<file path="src/design/bdpc_pkg.sv">
// Shared types and constants for the button debounce and press classifier.
package bdpc_pkg;

    localparam int NOW_W       = 32;
    localparam int CFG_W       = 16;
    localparam int CFG_IDX_W   = 1;
    localparam int EVENT_W     = 2;
    localparam int TIME_BITS_DEF = 32;

    localparam logic [CFG_W-1:0] DEBOUNCE_RST   = 16'd30;
    localparam logic [CFG_W-1:0] LONG_PRESS_RST = 16'd3000;

    localparam logic [CFG_IDX_W-1:0] CFG_DEBOUNCE   = 1'b0;
    localparam logic [CFG_IDX_W-1:0] CFG_LONG_PRESS = 1'b1;

    typedef enum logic [EVENT_W-1:0] {
        EV_NONE  = 2'd0,
        EV_SHORT = 2'd1,
        EV_LONG  = 2'd2
    } t_event;

    typedef struct packed {
        logic [CFG_W-1:0] debounce_ms;
        logic [CFG_W-1:0] long_press_ms;
    } t_cfg;

endpackage

</file>
<file path="src/design/bdpc_in_if.sv">
// Poll channel: timestamp and raw pin level.
interface bdpc_in_if;
    logic                          valid;
    logic                          ready;
    logic [bdpc_pkg::NOW_W-1:0]    now_ms;
    logic                          pin_level;

    modport source (output valid, output now_ms, output pin_level, input ready);
    modport sink   (input valid, input now_ms, input pin_level, output ready);
endinterface

</file>
<file path="src/design/bdpc_out_if.sv">
// Event channel: one press classification per poll.
interface bdpc_out_if;
    logic                          valid;
    logic                          ready;
    logic [bdpc_pkg::EVENT_W-1:0]  press_event;

    modport source (output valid, output press_event, input ready);
    modport sink   (input valid, input press_event, output ready);
endinterface

</file>
<file path="src/design/bdpc_cfg_regs.sv">
// Configuration registers: debounce and long-press times.
module bdpc_cfg_regs (
    input  logic                              i_clk,
    input  logic                              i_rst_n,
    input  logic                              i_cfg_we,
    input  logic [bdpc_pkg::CFG_IDX_W-1:0]    i_cfg_idx,
    input  logic [bdpc_pkg::CFG_W-1:0]        i_cfg_wdata,
    output bdpc_pkg::t_cfg                    o_cfg
);

    bdpc_pkg::t_cfg r_cfg;

    always_ff @(posedge i_clk) begin
        if (!i_rst_n) begin
            r_cfg.debounce_ms   <= bdpc_pkg::DEBOUNCE_RST;
            r_cfg.long_press_ms <= bdpc_pkg::LONG_PRESS_RST;
        end else if (i_cfg_we) begin
            unique case (i_cfg_idx)
                bdpc_pkg::CFG_DEBOUNCE:   r_cfg.debounce_ms   <= i_cfg_wdata;
                bdpc_pkg::CFG_LONG_PRESS: r_cfg.long_press_ms <= i_cfg_wdata;
                default: ;
            endcase
        end
    end

    assign o_cfg = r_cfg;

endmodule

</file>
<file path="src/design/bdpc_core.sv">
// Poll register, debounce/press state, classifier and event register.
module bdpc_core #(
    parameter int TIME_BITS = bdpc_pkg::TIME_BITS_DEF
) (
    input  logic                 i_clk,
    input  logic                 i_rst_n,
    input  bdpc_pkg::t_cfg       i_cfg,
    bdpc_in_if.sink              i_in_ch,
    bdpc_out_if.source           o_out_ch
);

    // poll register
    logic                          r_in_valid;
    logic [bdpc_pkg::NOW_W-1:0]    r_in_now;
    logic                          r_in_pin;

    // classifier state
    logic                  r_last;
    logic [TIME_BITS-1:0]  r_change;
    logic                  r_held;
    logic [TIME_BITS-1:0]  r_press;
    logic                  r_long_done;

    logic                  n_last;
    logic [TIME_BITS-1:0]  n_change;
    logic                  n_held;
    logic [TIME_BITS-1:0]  n_press;
    logic                  n_long_done;

    // event register
    logic                  r_out_valid;
    bdpc_pkg::t_event      r_out_event;
    bdpc_pkg::t_event      n_event;

    logic                  w_fire;
    logic                  w_pressed;
    logic [TIME_BITS-1:0]  w_now;
    logic [TIME_BITS-1:0]  w_since_change;
    logic [TIME_BITS-1:0]  w_since_press;
    logic                  w_debouncing;
    logic                  w_long_due;

    assign w_fire      = r_in_valid && (!r_out_valid || o_out_ch.ready);
    assign i_in_ch.ready = !r_in_valid || w_fire;

    always_ff @(posedge i_clk) begin
        if (!i_rst_n) begin
            r_in_valid <= 1'b0;
        end else if (i_in_ch.ready) begin
            r_in_valid <= i_in_ch.valid;
        end
    end

    always_ff @(posedge i_clk) begin
        if (i_in_ch.ready && i_in_ch.valid) begin
            r_in_now <= i_in_ch.now_ms;
            r_in_pin <= i_in_ch.pin_level;
        end
    end

    assign w_pressed      = !r_in_pin;
    assign w_now          = TIME_BITS'(r_in_now);
    assign w_since_change = w_now - r_change;
    assign w_since_press  = w_now - r_press;
    assign w_debouncing   = w_since_change < TIME_BITS'(i_cfg.debounce_ms);
    assign w_long_due     = w_since_press >= TIME_BITS'(i_cfg.long_press_ms);

    always_comb begin
        n_last      = r_last;
        n_change    = r_change;
        n_held      = r_held;
        n_press     = r_press;
        n_long_done = r_long_done;
        n_event     = bdpc_pkg::EV_NONE;
        priority if (w_pressed != r_last) begin
            n_last   = w_pressed;
            n_change = w_now;
        end else if (w_debouncing) begin
            n_event = bdpc_pkg::EV_NONE;
        end else if (w_pressed && !r_held) begin
            n_held      = 1'b1;
            n_press     = w_now;
            n_long_done = 1'b0;
        end else if (w_pressed && !r_long_done && w_long_due) begin
            n_long_done = 1'b1;
            n_event     = bdpc_pkg::EV_LONG;
        end else if (!w_pressed && r_held) begin
            n_held  = 1'b0;
            n_event = r_long_done ? bdpc_pkg::EV_NONE : bdpc_pkg::EV_SHORT;
        end else begin
            n_event = bdpc_pkg::EV_NONE;
        end
    end

    always_ff @(posedge i_clk) begin
        if (!i_rst_n) begin
            r_last      <= 1'b0;
            r_change    <= '0;
            r_held      <= 1'b0;
            r_press     <= '0;
            r_long_done <= 1'b0;
        end else if (w_fire) begin
            r_last      <= n_last;
            r_change    <= n_change;
            r_held      <= n_held;
            r_press     <= n_press;
            r_long_done <= n_long_done;
        end
    end

    always_ff @(posedge i_clk) begin
        if (!i_rst_n) begin
            r_out_valid <= 1'b0;
        end else if (w_fire) begin
            r_out_valid <= 1'b1;
        end else if (o_out_ch.ready) begin
            r_out_valid <= 1'b0;
        end
    end

    always_ff @(posedge i_clk) begin
        if (w_fire) begin
            r_out_event <= n_event;
        end
    end

    assign o_out_ch.valid       = r_out_valid;
    assign o_out_ch.press_event = r_out_event;

`ifndef SYNTHESIS
    a_long_sets_done: assert property (@(posedge i_clk) disable iff (!i_rst_n)
        (w_fire && n_event == bdpc_pkg::EV_LONG) |=> (r_held && r_long_done))
        else $error("long press without held/done state");

    a_short_clears_held: assert property (@(posedge i_clk) disable iff (!i_rst_n)
        (w_fire && n_event == bdpc_pkg::EV_SHORT) |=> (!r_held && !r_long_done))
        else $error("short press left held state or followed a long press");

    a_state_holds_idle: assert property (@(posedge i_clk) disable iff (!i_rst_n)
        !w_fire |=> ($stable(r_held) && $stable(r_long_done) && $stable(r_last)))
        else $error("classifier state changed without a beat");

    a_press_edge_fresh: assert property (@(posedge i_clk) disable iff (!i_rst_n)
        $rose(r_held) |-> (!r_long_done && r_last))
        else $error("stable press edge with stale long flag");
`endif

endmodule

</file>
<file path="src/design/button_debounce_press_classifier.sv">
// Top level of the button debounce and press classifier.
// Takes one poll (timestamp, active-low pin level) per cycle unless the event channel stalls,
// and returns one event beat per poll (none, short press, long press) via the poll register
// and then the event register. Classifier state registers update once per poll from two
// wrapping time subtract-compares. Config registers are to be written by the user through
// the plain write port while no poll is in flight; the block itself does not enforce this.
module button_debounce_press_classifier #(
    parameter int TIME_BITS = bdpc_pkg::TIME_BITS_DEF
) (
    input  logic                              i_clk,
    input  logic                              i_rst_n,
    input  logic                              i_cfg_we,
    input  logic [bdpc_pkg::CFG_IDX_W-1:0]    i_cfg_idx,
    input  logic [bdpc_pkg::CFG_W-1:0]        i_cfg_wdata,
    bdpc_in_if.sink                           i_in_ch,
    bdpc_out_if.source                        o_out_ch
);

    bdpc_pkg::t_cfg w_cfg;

    bdpc_cfg_regs u_cfg (
        .i_clk       (i_clk),
        .i_rst_n     (i_rst_n),
        .i_cfg_we    (i_cfg_we),
        .i_cfg_idx   (i_cfg_idx),
        .i_cfg_wdata (i_cfg_wdata),
        .o_cfg       (w_cfg)
    );

    bdpc_core #(
        .TIME_BITS (TIME_BITS)
    ) u_core (
        .i_clk    (i_clk),
        .i_rst_n  (i_rst_n),
        .i_cfg    (w_cfg),
        .i_in_ch  (i_in_ch),
        .o_out_ch (o_out_ch)
    );

endmodule
</file>
<file path="src/flat_wrapper.sv">
// flat-port wrapper written by rule: the top's interface ports become plain ports
module button_debounce_press_classifier_flat 
#(
    parameter int TIME_BITS = bdpc_pkg::TIME_BITS_DEF
)
  (i_clk, i_rst_n, i_cfg_we, i_cfg_idx, i_cfg_wdata, i_in_ch_valid, i_in_ch_now_ms, i_in_ch_pin_level, i_in_ch_ready, o_out_ch_valid, o_out_ch_press_event, o_out_ch_ready);
  bdpc_in_if i_in_ch_i ();
  bdpc_out_if o_out_ch_i ();
  input  logic i_clk;
  input  logic i_rst_n;
  input  logic i_cfg_we;
  input  logic [bdpc_pkg::CFG_IDX_W-1:0] i_cfg_idx;
  input  logic [bdpc_pkg::CFG_W-1:0] i_cfg_wdata;
  input wire logic [$bits(i_in_ch_i.valid)-1:0] i_in_ch_valid;
  input wire logic [$bits(i_in_ch_i.now_ms)-1:0] i_in_ch_now_ms;
  input wire logic [$bits(i_in_ch_i.pin_level)-1:0] i_in_ch_pin_level;
  output wire logic [$bits(i_in_ch_i.ready)-1:0] i_in_ch_ready;
  output wire logic [$bits(o_out_ch_i.valid)-1:0] o_out_ch_valid;
  output wire logic [$bits(o_out_ch_i.press_event)-1:0] o_out_ch_press_event;
  input wire logic [$bits(o_out_ch_i.ready)-1:0] o_out_ch_ready;
  assign i_in_ch_i.valid = i_in_ch_valid;
  assign i_in_ch_i.now_ms = i_in_ch_now_ms;
  assign i_in_ch_i.pin_level = i_in_ch_pin_level;
  assign i_in_ch_ready = i_in_ch_i.ready;
  assign o_out_ch_valid = o_out_ch_i.valid;
  assign o_out_ch_press_event = o_out_ch_i.press_event;
  assign o_out_ch_i.ready = o_out_ch_ready;
  button_debounce_press_classifier #(.TIME_BITS(TIME_BITS)) u_core (.i_clk(i_clk), .i_rst_n(i_rst_n), .i_cfg_we(i_cfg_we), .i_cfg_idx(i_cfg_idx), .i_cfg_wdata(i_cfg_wdata), .i_in_ch(i_in_ch_i), .o_out_ch(o_out_ch_i));
endmodule
</file>
<file path="config.mk">
export PLATFORM = sky130hd
export DESIGN_NAME = button_debounce_press_classifier_flat
export DESIGN_NICKNAME = d
export VERILOG_FILES = /design/src/design/bdpc_pkg.sv /design/src/design/bdpc_in_if.sv /design/src/design/bdpc_out_if.sv /design/src/design/bdpc_cfg_regs.sv /design/src/design/bdpc_core.sv /design/src/design/button_debounce_press_classifier.sv /design/src/flat_wrapper.sv
export SDC_FILE = /design/constraint.sdc
export NUM_CORES = 1
export LEC_CHECK = 0
export BUFFER_PORTS_ARGS = -buffer_cell sky130_fd_sc_hd__buf_2
export CAP_MARGIN = 0
export CORE_MARGIN = 2
export CORE_UTILIZATION = 36
export CTS_CLUSTER_DIAMETER = 200
export DETAILED_ROUTE_END_ITERATION = 16
export HOLD_SLACK_MARGIN = 0.08
export SETUP_SLACK_MARGIN = 0.15
export SYNTH_ARGS = -nofsm -noshare
export SYNTH_HDL_FRONTEND = slang
export SYNTH_SLANG_ARGS = --single-unit
export TNS_END_PERCENT = 20
</file>
<file path="constraint.sdc">
create_clock -name i_clk -period 4.9 [get_ports i_clk]
set_input_delay 0.49 -clock i_clk [delete_from_list [all_inputs] [get_ports i_clk]]
set_output_delay 0.49 -clock i_clk [all_outputs]
set_load 0.01 [all_outputs]
</file>
==> out/results.ini, run 1 <==
[route]
first_pass_iters=6
maxUsedRoutingLayer=met4
drt_iter0_drc=518
wl_per_cell_um=16.0
ant_nets=0
viasPerCell=5.33
totalWireLength_um=25200
drc=0
wl_met3_um=720
wl_met1_um=12100
vias=8396
met2_wirelength_um=11700

[synthesis]
syn_area_um2=9620
ys_top_cells_by_count=187 x nand2_1, 106 x inv_1, 101 x dfxtp_1
synth_edf_count=35
syn-num-nets=1310
ys_top_cells_by_area=dfxtp_1 21%, ha_1 12%, edfxtp_1 11%
yosysMostFrequentCell=nand2_1
synth_top_cell_area_share_pct=21.0
synth_cell_type_count=76
synth_area_per_cell_um2=8.31
synth_warnings=0
synth_seq_area_share_pct=32.0
synthCells=1158
ys_seq_elements=136
synth-async-reset-ratio_pct=0
synth-main-ff-cell=dfxtp_1
post-synth-top-area-cell=dfxtp_1

[floorplanning]
die_h_um=167
die_width_um=167
io_pins=59
start_util_pct=36.8
dieArea_um2=28000
row_count=59
fp.coreArea_um2=26100

[clock_tree]
cts_tree=built
insertion_delay_ns=0.41
clock_sinks=136
clock-root-buffer=clkbuf_16
hold_buffers=0
htree_num_levels=4
clockBufferDepth=2
path_clk_slew_ns=0.07
cts_made_buffers=17

[setup_path]
rrSetupSlack_ns=0.16
cp.arrival_ns=5.03
cpPeakStageDelay_ns=0.52
worstRegToRegCells=17
required_ns=5.20
startpoint_type=register
cp_max_fo=4
crit_type=reg2reg
slowest_stage=or4_4
r2r-end=u_core.u_core.r_long_done
worst_r2r_startpoint=u_core.u_core.r_in_now[2]
crit_chain=ha_1, o211ai_1, a21oi_1, o21a_1, or2_2, a31oi_2, xnor2_1, ha_1, a221oi_1, o2111ai_1, a2111oi_1, nand4_1, or4_4, a2111oi_4, a31oi_2, nor2b_1, o211a_1
endpoint_kind=register

[pwr]
max-vdd-ir-drop_mv=0.229
p_int_w=0.00219
power_frac_seq_pct=39.1
p_switching_w=0.000996
p_per_area_nw_per_um2=286
p_total_w=0.00319
swShare_pct=31.2
combPwrFrac_pct=25.0
p_clk_share_pct=36.0
p_leak_nw=4.46

[min_path]
min_path_cells=1
hold_end=u_core.u_core.r_in_now[29]
worstHoldPathType=in2reg
hp-start=i_in_ch_now_ms[29]

[placement]
place_congestion=0.918
io_buffers=58
dp_hpwl_um=19300
placedCellCount=1528

[timing]
period_share_pct=96.6
finalSetupViolCount=0
drv_slew=0
fin_crit_ns=4.74
max_freq_ghz=0.211
finalHoldViolations=0
worst_pin_slew_ns=1.15
fin_worst_skew_ns=0.0125
slew_headroom_pct=22.8
grt_setup_unrepaired=true

[layout]
diodes=0
area_growth_pct=15.7
final_cells=1574
drive_gt1_share_pct=14.0
layout.nets=1378

[job]
maxCapViolations=0

[run_status]
status=completed

[global_routing]
grt_first_pass_wirelength_um=40100
gr-usage-all-layers_pct=17.7
antenna_found_initial=0
grt_pass1_vias=8030
grt_max_degree=58
gr-total-overflow=0

-- power by group through the flow --
| stage | Sequential, W | Combinational [W] | Clock, W |
|---|---|---|---|
| global placement | 0.00127 | 0.000740 | 0 |
| global route | 0.00125 | 0.000890 | 0.00122 |
| floorplan | 0.00125 | 0.000557 | 0 |
| finish | 0.00125 | 0.000797 | 0.00115 |
| detailed placement | 0.00127 | 0.000750 | 0 |
| CTS | 0.00124 | 0.000766 | 0.00117 |
-- per-stage QoR --
step                      hold WS, ns  instance area [µm²]  TNS (ns)  setup slack [ns]  utilization (%)
final                           0.246                11100         0             0.164             42.6
after detailed placement        0.458                10300   -0.0643           -0.0394             39.4
after global routing            0.232                11100     -3.93            -0.165             42.6
after global placement          0.451                10300  -0.00781          -0.00781             39.4
after floorplan                 0.443                 9620         0             0.475                -
after CTS                       0.229                10900         0             0.133             41.9
-- layout by cell type, fill, tap and decap left out, types with 6 or more instances in the layout --
cell / n
nand4_1: 24
mux2i_1: 40
nand2b_1: 12
nor2_1: 43
xnor2_1: 24
a31oi_1: 6
dfxtp_1: 101
o211ai_1: 26
clkbuf_16: 17
a21oi_2: 8
buf_2: 58
a211oi_1: 9
and2_1: 6
o21ai_1: 10
edfxtp_1: 35
nand3_1: 18
a21oi_1: 60
o21ai_0: 33
o21a_1: 16
buf_4: 33
o21bai_1: 8
o2111ai_1: 6
a21o_1: 24
xor2_1: 17
nor2b_1: 46
ha_1: 90
and3_1: 7
inv_1: 104
nand2_1: 184
a21boi_0: 53
nor3_1: 14
-- worst max path at each step --
stage	slack (ns)	from	end
4_1_cts	0.13	u_core.u_core.r_in_now[0]	u_core.u_core.r_long_done
2_1_floorplan	0.47	u_core.u_core.r_in_now[0]	u_core.u_core.r_press[10]
5_1_grt	-0.16	u_core.u_core.r_in_now[0]	u_core.u_core.r_press[31]
6_report	0.16	u_core.u_core.r_in_now[2]	u_core.u_core.r_long_done
3_3_place_gp	-0.008	u_core.u_core.r_in_now[1]	u_core.u_core.r_long_done
3_5_place_dp	-0.04	u_core.u_core.r_in_now[1]	u_core.u_core.r_long_done
-- layer usage --
layer | vias to the layer above | global-route usage [%]
li1 | 4214 | -
met1 | 3974 | 23.8
met2 | 174 | 29.5
met3 | 34 | 1.96
met4 | 0 | 6.31
met5 | - | 0
-- kinds of logic (layout without fill, tap and decap cells) --
family	Yosys count	after routing	share of synthesized area (%)
AND/OR/NAND/NOR	382	382	18.8
AO/OA/AOI/OAI	304	304	21.7
buffers and inverters	155	236	6.60
multiplexers	43	43	4.50
adder cells (fa/ha/maj)	97	97	12.8
XOR/XNOR	41	41	3.73
flip-flops	136	136	32.0
-- worst max-delay path, delay by kind of cell, from the launching register on --
| kind | cells | cell delay, ns |
|---|---|---|
| compound gates | 10 | 2.28 |
| xor+xnor | 1 | 0.14 |
| fa+ha+maj | 2 | 0.66 |
| flops | 1 | 0.40 |
| simple gates | 4 | 1.15 |
-- final cells by class --
type,count,area [µm²]
fill,2663,15000
multi-input combinational,867,6080
sequential,136,3070
timing repair buffer,97,634
clock buffer,19,433
tap,335,419
inverter,107,402
clock inverter,13,93.8
-- state kept, by name, summed over array words and instances (netlist names) --
signal                              cells
u_core.u_cfg.o_cfg                     32
u_core.u_core.r_change                 32
u_core.u_core.r_in_now                 32
u_core.u_core.r_press                  32
u_core.u_core.o_out_ch.press_event      2
u_core.u_core.o_out_ch.valid            1
u_core.u_core.r_held                    1
u_core.u_core.r_in_pin                  1
u_core.u_core.r_in_valid                1
u_core.u_core.r_last                    1
u_core.u_core.r_long_done               1
-- timing repair --
action                     CTS  global route
buffers inserted             5             8
cloned                       1             0
setup endpoints to repair   33            36
pin swaps                   12            29
gates resized for setup     13            31
(Power assumes the default switching activity.)
==> run 2: changes to the inputs <==
--- a/config.mk
+++ b/config.mk
@@ -9,6 +9,7 @@
 export CAP_MARGIN = 0
 export CORE_MARGIN = 2
 export CORE_UTILIZATION = 36
+export CTS_BUF_LIST = sky130_fd_sc_hd__clkbuf_4 sky130_fd_sc_hd__clkbuf_8
 export CTS_CLUSTER_DIAMETER = 200
 export DETAILED_ROUTE_END_ITERATION = 16
 export HOLD_SLACK_MARGIN = 0.08
==> run 2 against run 1 <==
Global-route usage up 0.10 points. Die area is the same. Critical path depth unchanged. First-iteration DRC count is 5.8% higher. Critical endpoint unchanged. Via count is 0.38% higher. Sequential cell count unchanged. Final area down 1.5%. Register-to-register slack about the same. Clock power fell by 28%.
==> out/results.ini, run 2 (same netlist as run 1, synthesis figures left out) <==
[run_status]
status=completed

[floorplanning]
die_h_um=167
fp.coreArea_um2=26100
start_util_pct=36.8
dieArea_um2=28000
io_pins=59
row_count=59
die_width_um=167

[route]
viasPerCell=5.35
vias=8428
drt_iter0_drc=548
wl_per_cell_um=16.0
totalWireLength_um=25200
drc=0
first_pass_iters=6
ant_nets=0

[layout]
final_common_cell=nand2_1
area_growth_pct=14.0
layout.nets=1378
final_cells=1575
layout_common_cells=184 x nand2_1, 104 x inv_1, 101 x dfxtp_1
n_fill_cell=2697
drive_gt1_share_pct=14.1

[clock_tree]
cts_tree=built
clock-root-buffer=clkbuf_8
insertion_delay_ns=0.44
clockBufferDepth=2
clock_sinks=136
path_clk_slew_ns=0.09
cts_made_buffers=17
hold_buffers=0
htree_num_levels=4

[pwr]
power_frac_seq_pct=43.4
p_per_area_nw_per_um2=261
max-vdd-ir-drop_mv=0.160
p_switching_w=0.000959
p_leak_nw=4.38
p_total_w=0.00286
combPwrFrac_pct=27.9
swShare_pct=33.5
p_clk_share_pct=28.7
p_int_w=0.00191

[timing]
setup-tns-final_ns=0
finalSetupViolCount=0
finalHoldViolations=0
max_freq_ghz=0.211
fin_crit_ns=4.74
fin_worst_skew_ns=0.0168
period_share_pct=96.7
slew_headroom_pct=23.9
grt_setup_unrepaired=true
worst_pin_slew_ns=1.14
drv_slew=0

[global_routing]
antenna_found_initial=0
grt_max_degree=58
grt_first_pass_wirelength_um=40200
grt_pass1_vias=8066
gr-usage-all-layers_pct=17.8
gr-total-overflow=0

[setup_path]
required_ns=5.23
startpoint_type=register
crit_type=reg2reg
endpoint_kind=register
cp.arrival_ns=5.07
cp_max_fo=4

[min_path]
worstHoldPathType=in2reg

[placement]
placedCellCount=1528
io_buffers=58
dp_hpwl_um=19300
place_congestion=0.918

[job]
maxCapViolations=0

-- run 2: cell types whose count changed in the layout (fill, tap and decap cells not counted), sizes merged --
cell | previous run | this run
diode | 0 | 1
-- run 2: layer usage --
metal	up-vias	part of all wire, %	track usage (%)
met5	-	0	0
met4	0	2.9	7.52
li1	4215	-	-
met3	44	3.5	2.15
met2	191	46	29.2
met1	3978	48	23.8
-- run 2: power groups by stage --
stage | sequential (W) | clock [W] | combinational (W)
after floorplan | 0.00125 | 0 | 0.000557
after global placement | 0.00127 | 0 | 0.000740
after detailed placement | 0.00127 | 0 | 0.000750
after CTS | 0.00124 | 0.000850 | 0.000767
after global routing | 0.00125 | 0.000898 | 0.000891
final | 0.00124 | 0.000823 | 0.000798
-- run 2: stage by stage --
stage / hold WS (ns) / cell area, µm² / worst slack (ns) / utilization [%]
after detailed placement: 0.458 / 10300 / -0.0394 / 39.4
after floorplan: 0.443 / 9620 / 0.475 / -
after global routing: 0.187 / 11000 / -0.154 / 41.9
final: 0.212 / 11000 / 0.161 / 41.9
after global placement: 0.451 / 10300 / -0.00781 / 39.4
after CTS: 0.180 / 10800 / 0.139 / 41.2
-- run 2: final timing paths --
path                                                start                         end  slack, ns  cells after the start
worst max register to register  u_core.u_core.r_in_now[2]   u_core.u_core.r_long_done       0.16                     17
worst min-delay path                   i_in_ch_now_ms[29]  u_core.u_core.r_in_now[29]       0.21                      1
worst max-delay path            u_core.u_core.r_in_now[2]   u_core.u_core.r_long_done       0.16                     17
worst min register to register  u_core.u_core.r_change[8]   u_core.u_core.r_change[8]       0.47                      2
-- run 2: worst max-delay path: stages, from the launching register on --
cell and delay, ns:
edfxtp_1 0.40, ha_1 0.40, o211ai_1 0.21, a21oi_1 0.09
o21a_1 0.23, or2_2 0.33, a31oi_2 0.22, xnor2_1 0.14
ha_1 0.26, a221oi_1 0.30, o2111ai_1 0.15, a2111oi_1 0.37
nand4_1 0.15, or4_4 0.52, a2111oi_4 0.34, a31oi_2 0.19
nor2b_1 0.16, o211a_1 0.19
-- run 2: final cells by class --
cell class,count,area [µm²],area share (%)
inverters,107,402,3.66
clock inverters,13,93.8,0.856
flip-flops and latches,136,3070,28.0
repair buffers,97,634,5.79
multi-input cells,867,6090,55.5
clock buffers,19,249,2.27
well taps,335,419,3.82
diodes,1,2.50,0.0228
-- run 2: timing repair --
action / 4_1_cts / 5_1_grt
setup buffers: 6 / 7
gates cloned: 1 / 0
endpoints found under the setup margin: 33 / 36
pin swaps: 13 / 27
resized for setup: 13 / 32
==> run 3: changes to the inputs <==
--- a/config.mk
+++ b/config.mk
@@ -8,7 +8,7 @@
 export BUFFER_PORTS_ARGS = -buffer_cell sky130_fd_sc_hd__buf_2
 export CAP_MARGIN = 0
 export CORE_MARGIN = 2
-export CORE_UTILIZATION = 36
+export CORE_UTILIZATION = 45
 export CTS_BUF_LIST = sky130_fd_sc_hd__clkbuf_4 sky130_fd_sc_hd__clkbuf_8
 export CTS_CLUSTER_DIAMETER = 200
 export DETAILED_ROUTE_END_ITERATION = 16
==> run 3 against run 2 <==
Sequential cell count unchanged. Core utilization increased by 10 points. Sequential power about the same. Die area decreased by 20%. Clock skew increased by 0.00076 ns. Clock power increased by 17%. Non-clock buffer count decreased by 4. Sequential share of layout area about the same. Fmax increased by 1.2%. Highest routed layer unchanged.
==> out/results.ini, run 3 (same netlist as run 1, synthesis figures left out) <==
[timing]
setup-tns-final_ns=0
fin_crit_ns=4.68
max_freq_ghz=0.214
fin_worst_skew_ns=0.0176
grt_setup_unrepaired=true
drv_slew=0
slew_headroom_pct=22.6
finalHoldViolations=0
fin_ws_ns=0.219
period_share_pct=95.5
worst_pin_slew_ns=1.16
finalSetupViolCount=0

[layout]
area_growth_pct=13.8
diodes=0
layout.nets=1374
drive_gt1_share_pct=14.0
final_common_cell=nand2_1
n_fill_cell=2008
layout_common_cells=186 x nand2_1, 104 x inv_1, 101 x dfxtp_1

[setup_path]
cp.buffers_inverters=3
cpPeakStageDelay_ns=0.42
cp_max_fo=8
slowest_stage=fa_2
startpoint_type=register
required_ns=5.30
crit_type=reg2reg
cp.arrival_ns=5.08
endpoint_kind=register
crit_chain=inv_2, ha_4, inv_2, fa_2, a211oi_4, o21ai_2, a21oi_2, o21bai_1, xor2_1, ha_1, a21oi_1, nand2_1, a211oi_2, o221ai_1, nor4_1, nand4_1, a2111oi_2, nand4_1, nand3_4, clkbuf_16, mux2i_1, and2_1
crit_family=compound AO/OA/AOI/OAI gates

[pwr]
p_int_w=0.00201
swShare_pct=33.0
power_frac_seq_pct=41.5
p_clk_share_pct=32.1
max-vdd-ir-drop_mv=0.177
p_leak_nw=4.40
p_per_area_nw_per_um2=274
p_switching_w=0.000989
combPwrFrac_pct=26.5

[global_routing]
grt_pass1_vias=7806
gr-usage-all-layers_pct=22.3
grt_first_pass_wirelength_um=39500
grt_max_degree=59
antenna_found_initial=0
gr-total-overflow=0

[route]
first_pass_iters=5
viasPerCell=5.47
drc=0
ant_nets=0
vias=8267
wl_per_cell_um=16.5
totalWireLength_um=24900
drt_iter0_drc=474

[floorplanning]
die_width_um=150
fp.coreArea_um2=21000
row_count=53
die_h_um=150
start_util_pct=45.8
io_pins=59
dieArea_um2=22600

[clock_tree]
clock-root-buffer=clkbuf_8
clock_sinks=136
insertion_delay_ns=0.46
hold_buffers=0
clockBufferDepth=2
cts_tree=built
cts_made_buffers=17
path_clk_slew_ns=0.09
htree_num_levels=4

[placement]
io_buffers=58
dp_hpwl_um=18800
place_congestion=0.886
post-place-ws_ns=0.0168

[min_path]
worstHoldPathType=in2reg

[run_status]
status=completed

[job]
maxCapViolations=0

==> run 3: worst paths after layout <==
path | depth (start not counted) | start | to | slack, ns
max | 22 | u_core.u_core.r_in_now[0] | u_core.u_core.r_press[1] | 0.22
min | 1 | i_in_ch_now_ms[15] | u_core.u_core.r_in_now[15] | 0.20
max reg2reg | 22 | u_core.u_core.r_in_now[0] | u_core.u_core.r_press[1] | 0.22
min reg2reg | 2 | u_core.u_core.r_change[15] | u_core.u_core.r_change[15] | 0.47
==> run 3: area by class of cell <==
cell class              count  area, µm²  share of cell area (%)
clock buffers              18        241                    2.21
clock inverters            14        159                    1.45
flip-flops and latches    136       3070                    28.1
repair buffers             93        638                    5.83
well taps                 275        344                    3.14
inverters                 107        402                    3.67
multi-input cells         867       6090                    55.6
==> run 3: per-stage QoR <==
stage / utilization [%] / instance area [µm²] / hold WS [ns] / total power, W / std cells
floorplan: - / 9620 / 0.443 / 0.00181 / 1158
finish: 52.1 / 10900 / 0.204 / 0.00300 / 1510
detailed placement: 48.5 / 10200 / 0.457 / 0.00201 / 1465
CTS: 50.9 / 10700 / 0.176 / 0.00299 / 1503
global route: 52.1 / 10900 / 0.178 / 0.00317 / 1510
global placement: 48.5 / 10200 / 0.450 / 0.00201 / 1465
==> run 3: metal layers <==
layer | GRT usage (%) | vias to the layer above | routed length (µm)
li1 | - | 4214 | -
met1 | 32.7 | 3880 | 12600
met2 | 34.3 | 152 | 11200
met3 | 3.06 | 21 | 824
met4 | 5.90 | 0 | 307
met5 | 0 | - | 0
==> run 3: timing repair <==
item	CTS	global route
gates cloned	1	3
setup buffers	5	4
gates resized for setup	8	33
endpoints found under the setup margin	35	36
pin swaps	7	26
hold endpoints to repair	0	0
==> run 3: power by group through the flow <==
stage	clock network, W	registers (W)	logic (W)
after floorplan	0	0.00125	0.000557
after global placement	0	0.00127	0.000739
after detailed placement	0	0.00127	0.000745
after CTS	0.000989	0.00124	0.000760
after global routing	0.00103	0.00125	0.000890
final	0.000962	0.00124	0.000793
